$ cat src/sv/gwp_pkg.sv
// Package for the GPS word parity encoder.
// Holds request types, parity masks and byte framing constants.
// No dependencies.
package gwp_pkg;

    localparam int WORD_BITS   = 30;
    localparam int DATA_BITS   = 24;
    localparam int PAR_BITS    = 6;
    localparam int BYTE_CNT_W  = 3;

    localparam logic [BYTE_CNT_W-1:0] FIRST_BYTE = 3'd0;
    localparam logic [BYTE_CNT_W-1:0] LAST_BYTE  = 3'd4;

    localparam logic [1:0] FRAME_MARK = 2'b01;

    localparam logic [WORD_BITS-1:0] PAR_MASK [PAR_BITS] = '{
        30'h3b1f3480, 30'h1d8f9a40, 30'h2ec7cd00,
        30'h1763e680, 30'h2bb1f340, 30'h0b7a89c0
    };

    // bit k set: the k-th parity bit (D25 first) chains from D30*, else from D29*
    localparam logic [PAR_BITS-1:0] PAR_USES_D30 = 6'b011010;

    typedef struct packed {
        logic [DATA_BITS-1:0] data_word;
        logic                 last_word;
    } in_req_t;

    typedef struct packed {
        logic [7:0] out_byte;
        logic       word_done;
        logic       message_end;
    } out_req_t;

    typedef struct packed {
        logic d29;
        logic d30;
    } chain_t;

    function automatic logic [5:0] reverse6(input logic [5:0] s);
        logic [5:0] r;
        for (int k = 0; k < 6; k++)
        begin
            r[5-k] = s[k];
        end
        return r;
    endfunction

endpackage

$ cat src/sv/gps_word_parity_encoder.sv
// GPS word parity encoder top level: parity, chaining and 6-of-8 byte output.
// Depends on gwp_pkg and gwp_parity.
// First byte is valid in the cycle after the input request is taken.
// Each word leaves as five output bytes, and the next word is taken in the cycle
// its predecessor's fifth byte leaves; out_stall holds the flow.
// Reset: output empty, chained D29*/D30* set to 1.
module gps_word_parity_encoder
    import gwp_pkg::*;
(
    input  logic     clk,
    input  logic     rst_n,
    input  logic     in_valid,
    output logic     in_stall,
    input  in_req_t  in_data,
    output logic     out_valid,
    input  logic     out_stall,
    output out_req_t out_data
);

    logic [WORD_BITS-1:0]  word_reg;
    logic                  last_reg;
    logic [BYTE_CNT_W-1:0] cnt_reg;
    logic                  busy_reg;
    chain_t                chain_reg;

    logic [WORD_BITS-1:0]  word_next;
    chain_t                chain_next;
    logic                  in_take;
    logic                  out_take;
    logic                  last_out;
    logic [5:0]            sextet;

    gwp_parity u_parity (
        .data (in_data.data_word),
        .prev (chain_reg),
        .word (word_next),
        .next (chain_next)
    );

    assign out_take = busy_reg && !out_stall;
    assign last_out = out_take && (cnt_reg == LAST_BYTE);
    assign in_stall = busy_reg && !last_out;
    assign in_take  = in_valid && !in_stall;

    always_ff @(posedge clk or negedge rst_n)
    begin
        if (!rst_n)
        begin
            busy_reg      <= 1'b0;
            cnt_reg       <= FIRST_BYTE;
            chain_reg.d29 <= 1'b1;
            chain_reg.d30 <= 1'b1;
        end
        else
        begin
            if (in_take)
            begin
                busy_reg  <= 1'b1;
                cnt_reg   <= FIRST_BYTE;
                chain_reg <= chain_next;
            end
            else if (last_out)
            begin
                busy_reg <= 1'b0;
                cnt_reg  <= FIRST_BYTE;
            end
            else if (out_take)
            begin
                cnt_reg <= cnt_reg + 1'b1;
            end
        end
    end

    always_ff @(posedge clk)
    begin
        if (in_take)
        begin
            word_reg <= word_next;
            last_reg <= in_data.last_word;
        end
    end

    always_comb
    begin
        case (cnt_reg)
            3'd0:    sextet = word_reg[29:24];
            3'd1:    sextet = word_reg[23:18];
            3'd2:    sextet = word_reg[17:12];
            3'd3:    sextet = word_reg[11:6];
            3'd4:    sextet = word_reg[5:0];
            default: sextet = 6'd0;
        endcase
    end

    assign out_valid            = busy_reg;
    assign out_data.out_byte    = {FRAME_MARK, reverse6(sextet)};
    assign out_data.word_done   = (cnt_reg == LAST_BYTE);
    assign out_data.message_end = (cnt_reg == LAST_BYTE) && last_reg;

    a_take_only_when_free: assert property (@(posedge clk) disable iff (!rst_n)
        in_take |-> (!busy_reg || last_out))
        else $error("input request taken while output word pending");

    a_take_starts_word: assert property (@(posedge clk) disable iff (!rst_n)
        in_take |=> (busy_reg && cnt_reg == FIRST_BYTE))
        else $error("new word does not start at first byte");

    a_drain_to_idle: assert property (@(posedge clk) disable iff (!rst_n)
        (last_out && !in_take) |=> !busy_reg)
        else $error("block busy after last byte left");

    a_chain_holds: assert property (@(posedge clk) disable iff (!rst_n)
        !in_take |=> $stable(chain_reg))
        else $error("parity chain changed without input request");

    a_cnt_range: assert property (@(posedge clk) disable iff (!rst_n)
        busy_reg |-> (cnt_reg <= LAST_BYTE))
        else $error("byte counter out of range");

endmodule

$ cat src/sv/gwp_parity.sv
// Parity generator: builds the 30-bit transmitted word from 24 data bits
// and the chained D29*/D30* bits. Depends on gwp_pkg.
module gwp_parity
    import gwp_pkg::*;
(
    input  logic [DATA_BITS-1:0] data,
    input  chain_t               prev,
    output logic [WORD_BITS-1:0] word,
    output chain_t               next
);

    logic [WORD_BITS-1:0] frame;
    logic [PAR_BITS-1:0]  parity;
    logic [DATA_BITS-1:0] tx_data;

    assign frame = {data, {PAR_BITS{1'b0}}};

    always_comb
    begin
        for (int k = 0; k < PAR_BITS; k++)
        begin
            parity[PAR_BITS-1-k] = (^(frame & PAR_MASK[k]))
                                   ^ (PAR_USES_D30[k] ? prev.d30 : prev.d29);
        end
    end

    // invert data when D30* is set
    assign tx_data  = prev.d30 ? ~data : data;
    assign word     = {tx_data, parity};
    assign next.d29 = parity[1];
    assign next.d30 = parity[0];

endmodule

$ cat config.mk
export PLATFORM = sky130hd
export DESIGN_NAME = gps_word_parity_encoder
export DESIGN_NICKNAME = d
export VERILOG_FILES = /design/src/sv/gwp_pkg.sv /design/src/sv/gps_word_parity_encoder.sv /design/src/sv/gwp_parity.sv
export SDC_FILE = /design/constraint.sdc
export NUM_CORES = 1
export LEC_CHECK = 0
export ABC_AREA = 1
export BUFFER_PORTS_ARGS = -buffer_cell sky130_fd_sc_hd__buf_2
export CAP_MARGIN = 25
export CORE_ASPECT_RATIO = 2
export CORE_MARGIN = 2
export CORE_UTILIZATION = 46
export DETAILED_ROUTE_END_ITERATION = 12
export PLACE_DENSITY = 0.74
export SLEW_MARGIN = 40
export SYNTH_ARGS = -nofsm -noshare
export SYNTH_HDL_FRONTEND = slang
export SYNTH_SLANG_ARGS = --single-unit
$ cat constraint.sdc
create_clock -name clk -period 2.7 [get_ports clk]
set_input_delay 0.405 -clock clk [delete_from_list [all_inputs] [get_ports clk]]
set_output_delay 0.405 -clock clk [all_outputs]
set_load 0.05 [all_outputs]
==> out/results.txt, run 1 <==
status - complete, no violations
WL final - 6200 um
Max stage delay on crit path - 410 ps
number of global-route vias before repair - 2,233
CTS sink cnt - 37
FF-to-FF path depth - 9
GPL Wtd Cong - 0.895
grt total ovfl - 0
die area - 6750 um^2
hold-critical path depth - 1
Syn-to-layout area delta - 14.7%
endpoints failing hold - 0
Clock Latency Late Sink - 280 ps
#FFs+latches synth - 37
largest net degree at the start of global routing - 34
Ys Warns - 0
Worst Path Arrival - 1970 ps
setup bufs post-CTS - 0
core area - 5960 um^2
Horiz. Die Dim - 59.1 um
Hold/Removal Path Class - input port to register
routed vias - 2,298
initial antenna violation count - 0
Syn Nets - 392
I/O Buffers - 38
Post-Synth XOR/XNOR Area - 17.5%
CP bufs+invs - 1
period utilization - 88.0%
commonest cells after routing, fill and taps aside - nand2_1 (155), buf_2 (38), inv_1 (37)
Fin Setup TNS - 0 ps
Crit Path Class - register to output pin
startpoint type of the worst setup path - register
Pleak - 1.67 nW
non-filler cells, final - 459
crit path max fanout - 6
Cells after Synth - 358
CP delay by family, top - adder cells
CTS buffer count - 5
Synth Area in Adders - 2.24%
Slowest cell on crit path - dfrtp_1
Worst path depth - 7
antenna cells - 0
Final Setup Violations - 0
# H-tree levels - 2
initial core utilization - 46.9%
clk slew on worst S/H paths - 50 ps
Critical Path Sink Type - output pin
unique cell type count in the Yosys netlist - 33
fmax - 421 MHz
sequential-to-total area share from yosys stat - 38.8%
Total GRT Usage - 20.2%
I/O pins - 41
cell repeated most along the worst path - nand2_1
Inst Count DP - 450
die height - 114 um
clock root buffer - clkbuf_16
Wirelength per Cell - 13.5 um
commonest non-fill, non-tap cell in the layout - nand2_1
number of max-cap violations - 0
WP data required - 2300 ps
first drt pass iteration count - 4
DR iter-0 viols - 63
Final ANT Viol Nets - 0
crit-path cells - ha_1 > ha_1 > nand2_1 > nand2_1 > a221oi_1 > nand2_1 > buf_2
RSZ-0062 raised after global routing - false
mux contribution to synthesized area - 0%
Power Dens Cells - 947 nW/um^2
CTS tree - built
nets - 429
largest family of logic cells by synthesized area - simple AND/OR/NAND/NOR gates
final critical-path required period - 2380 ps
clock tree buffer depth - 2
CTS resizes - 0
area of the mapped netlist - 2790 um^2
max reg flops - 30
Avg Inst Size Synth - 7.80 um^2
Final Slew Violations - 0
first-pass GRT wire length - 9910 um
VDD IR max - 0.000380 V
fillers - 563
hpwl dp - 5220 um
layout cells sized above 1 - 16.4%
simple-gate share of the synthesized area - 28.6%
Vias/cell - 5.01
Compound-Gate Fraction of Synth Area - 3.81%
Worst Skew - 4.03 ps
drt drc - 0
Cell Rows - 40
repair_timing:
item                                    CTS  global route
endpoints found under the setup margin    0             0
hold endpoints to repair                  4             0
hold buffers                              1             0
synth_stat cells:
library cell	number	area [um^2]
nand3_2	2	20.0
dfstp_2	2	52.6
buf_2	5	25.0
xor2_1	34	298
nand3_1	21	105
and2_1	1	6.26
a21o_1	1	7.51
clkbuf_2	1	5.00
buf_6	2	22.5
nand2_2	1	6.26
a221oi_1	6	52.6
inv_2	6	22.5
o32ai_1	1	8.76
edfxtp_1	31	931
inv_4	1	6.26
or2_1	2	12.5
xor2_2	3	48.8
nand3b_1	4	30.0
ha_1	5	62.6
xnor2_4	1	27.5
conb_1	2	7.51
buf_4	3	22.5
clkinv_1	1	3.75
o21ai_0	3	15.0
nand2_4	1	11.3
a22o_1	2	17.5
nor2_1	5	18.8
nand4_1	1	6.26
inv_1	37	139
xnor2_1	13	114
dfrtp_1	4	100
nand2_1	155	582
o21ai_1	1	5.00
layer usage:
| metal | share of wire, % | GRT usage [%] | vias to the layer above |
|---|---|---|---|
| met5 | 0 | 0 | - |
| met4 | 8.1 | 18.0 | 0 |
| met1 | 32 | 17.8 | 1032 |
| met2 | 58 | 38.1 | 58 |
| met3 | 2.2 | 1.13 | 26 |
| li1 | - | - | 1182 |
worst paths after layout:
check                              from      endpoint  slack, ps
min reg2reg                chain_reg[1]  chain_reg[1]        540
max in group asynchronous         rst_n  chain_reg[1]       2000
min                          in_data[0]      last_reg        310
max reg2reg                  cnt_reg[0]  word_reg[26]        560
max                          cnt_reg[0]   out_data[7]        320
min in group asynchronous         rst_n    cnt_reg[2]        480
per-stage QoR:
| step | util (%) | cell area, um^2 | hold WS [ps] | setup slack [ps] | power, mW |
|---|---|---|---|---|---|
| 2_1_floorplan | - | 2790 | 109 | 331 | 1.98 |
| 3_3_place_gp | 50.4 | 3000 | 239 | 652 | 2.27 |
| 3_5_place_dp | 50.4 | 3000 | 243 | 608 | 2.31 |
| 4_1_cts | 53.8 | 3200 | 305 | 333 | 3.04 |
| 5_1_grt | 53.8 | 3200 | 307 | 251 | 3.21 |
| 6_report | 53.8 | 3200 | 308 | 323 | 3.03 |
cell type report:
type,count,area (um^2),area share (%)
Clock inverter,3,65.1,2.03
Tap cell,63,78.8,2.46
Clock buffer,5,125,3.91
Inverter,45,171,5.35
Multi-Input combinational cell,265,1460,45.7
Sequential cell,37,1080,33.8
Timing Repair Buffer,41,215,6.72
where the power goes:
part           switching, mW  leakage, nW  internal, mW
logic                  0.967         1.23         0.440
clock network          0.205       0.0938         0.526
registers             0.0935        0.348         0.801
cells by family (layout without fill, tap and decap cells):
| kind of cell | after synthesis | after routing |
|---|---|---|
| adders and majority gates | 5 | 5 |
| AOI/OAI and AO/OA | 14 | 14 |
| xor gates and xnor gates | 51 | 51 |
| buffers and inverters | 56 | 94 |
| DFF | 37 | 37 |
| and+or+nand+nor | 193 | 193 |
| other | 2 | 2 |
(Power assumes the default switching activity.)
==> run 2: changes to the inputs <==
RECOVER_POWER = 50   (was default)
REMOVE_ABC_BUFFERS = 1   (was default)
==> run 2 against run 1 <==
Against the previous run: routed wire length fell by 1.0%; sequential cell count did not move; core utilization decreased by 1.3 points; non-clock buffer count stayed put; clock skew up 1.2 ps; hold slack is essentially flat; cell area down 2.3%; largest power group unchanged.
==> out/results.txt, run 2 (same netlist as run 1, synthesis figures left out) <==
Crit Path Class - register to output pin
cell repeated most along the worst path - nand2_1
critical path startpoint - cnt_reg[0]
Power Dens Cells - 896 nW/um^2
CTS resizes - 0
highest metal used - met4
crit path max fanout - 8
grt total ovfl - 0
Cell Rows - 40
final setup margin - 224 ps
core area - 5960 um^2
largest net degree at the start of global routing - 34
CP delay by family, top - buffers and inverters
Horiz. Die Dim - 59.1 um
Syn-to-layout area delta - 12.0%
area of placed instances - 3000 um^2
Max stage delay on crit path - 410 ps
met3 WL - 160 um
WP data required - 2300 ps
status - complete, no violations
max reg flops - 30
DR iter-0 viols - 74
slew at the pin closest to its max-slew limit - 784 ps
layout cells sized above 1 - 13.6%
clock tree buffer depth - 2
Fin Setup TNS - 0 ps
I/O pins - 41
RSZ-0062 raised after global routing - false
Pleak - 1.63 nW
final instance area - 3130 um^2
die height - 114 um
GPL Wtd Cong - 0.915
nets - 429
Wirelength per Cell - 13.4 um
CTS buffer count - 5
capturing point of the worst reg2reg path - word_reg[28]
Final Slew Violations - 0
first drt pass iteration count - 4
DR WL met2 - 3520 um
antenna cells - 0
Inst Count DP - 450
Worst path depth - 9
CP bufs+invs - 3
period utilization - 91.7%
commonest cells after routing, fill and taps aside - nand2_1 (155), inv_1 (38), xor2_1 (36)
R2R Setup Slk - 500 ps
commonest non-fill, non-tap cell in the layout - nand2_1
met1 WL - 1950 um
pre-CTS WS - 602 ps
I/O Buffers - 38
CP endpoint - out_data[7]
clock root buffer - clkbuf_16
crit-path cells - inv_1 > ha_1 > nand2_1 > inv_1 > nand2_1 > nand2_1 > a221oi_1 > nand2_1 > buf_2
Critical Path Sink Type - output pin
endpoints failing hold - 0
Worst Skew - 5.23 ps
# H-tree levels - 2
Final Setup Violations - 0
number of max-cap violations - 0
Final ANT Viol Nets - 0
final critical-path required period - 2480 ps
Worst Path Arrival - 2070 ps
fillers - 556
Vias/cell - 5.10
Total GRT Usage - 18.8%
initial core utilization - 46.9%
CTS sink cnt - 37
Slowest cell on crit path - a221oi_1
startpoint type of the worst setup path - register
FF-to-FF path depth - 9
number of global-route vias before repair - 2,170
Hold/Removal Path Class - input port to register
first-pass GRT wire length - 9200 um
initial antenna violation count - 0
Clock Latency Late Sink - 280 ps
routed vias - 2,340
WL final - 6140 um
total power - 2.80 mW
die area - 6750 um^2
CTS tree - built
drt drc - 0
hpwl dp - 5200 um
non-filler cells, final - 459
relative slew slack - 47.7%
VDD IR max - 0.000439 V
worst reg2reg path startpoint - cnt_reg[0]
clk slew on worst S/H paths - 50 ps
fmax - 404 MHz
## run 2: changes by cell type in the layout (fill, tap and decap cells not counted), sizes merged
cell and change:
clkbuf +6, bufinv -2, clkinv +1, buf -5
## run 2: through the flow
step	hold WS, ps	util, %
after floorplan	109	-
after global placement	240	50.4
after detailed placement	239	50.4
after CTS	305	52.9
after global routing	313	52.5
final	308	52.5
## run 2: repair_timing
item                                   4_1_cts  5_1_grt
endpoints found under the hold margin        4        0
hold buffers                                 1        0
setup endpoints to repair                    0        0
buffers inserted                             0        0
## run 2: layout make-up
type / count / area [um^2] / area share, %
multi-input combinational: 265 / 1450 / 46.3
timing repair buffer: 41 / 206 / 6.60
tap: 63 / 78.8 / 2.52
inverter: 45 / 171 / 5.48
sequential: 37 / 1080 / 34.7
clock inverter: 2 / 10.0 / 0.320
clock buffer: 6 / 129 / 4.12
## run 2: layer usage
metal  GRT usage, %  vias up
met4           17.1        0
met1           15.2     1053
met2           36.6       64
li1               -     1190
met3          0.904       33
met5              0        -
## run 2: worst min path at each step
stage	startpoint	endpoint	slack, ps	depth (start not counted)
after floorplan	rst_n	cnt_reg[0]	110	0
after global routing	in_data[0]	last_reg	310	1
final	in_data[0]	last_reg	310	1
after global placement	rst_n	out_valid	240	1
after detailed placement	rst_n	out_valid	240	1
after CTS	in_data[0]	last_reg	300	1
## run 2: power breakdown
part | switching, mW | internal [mW] | total, mW
combinational | 0.947 | 0.426 | 1.37
clock | 0.192 | 0.338 | 0.530
sequential | 0.100 | 0.797 | 0.898
## run 2: worst register-to-register path: stages, from the launching register on
cell and delay [ps]:
dfrtp_1 400, inv_1 120, ha_1 200, nand2_1 70, inv_1 200, nand2_1 150
nand2_1 120, nand2_1 140, inv_1 90, buf_4 340
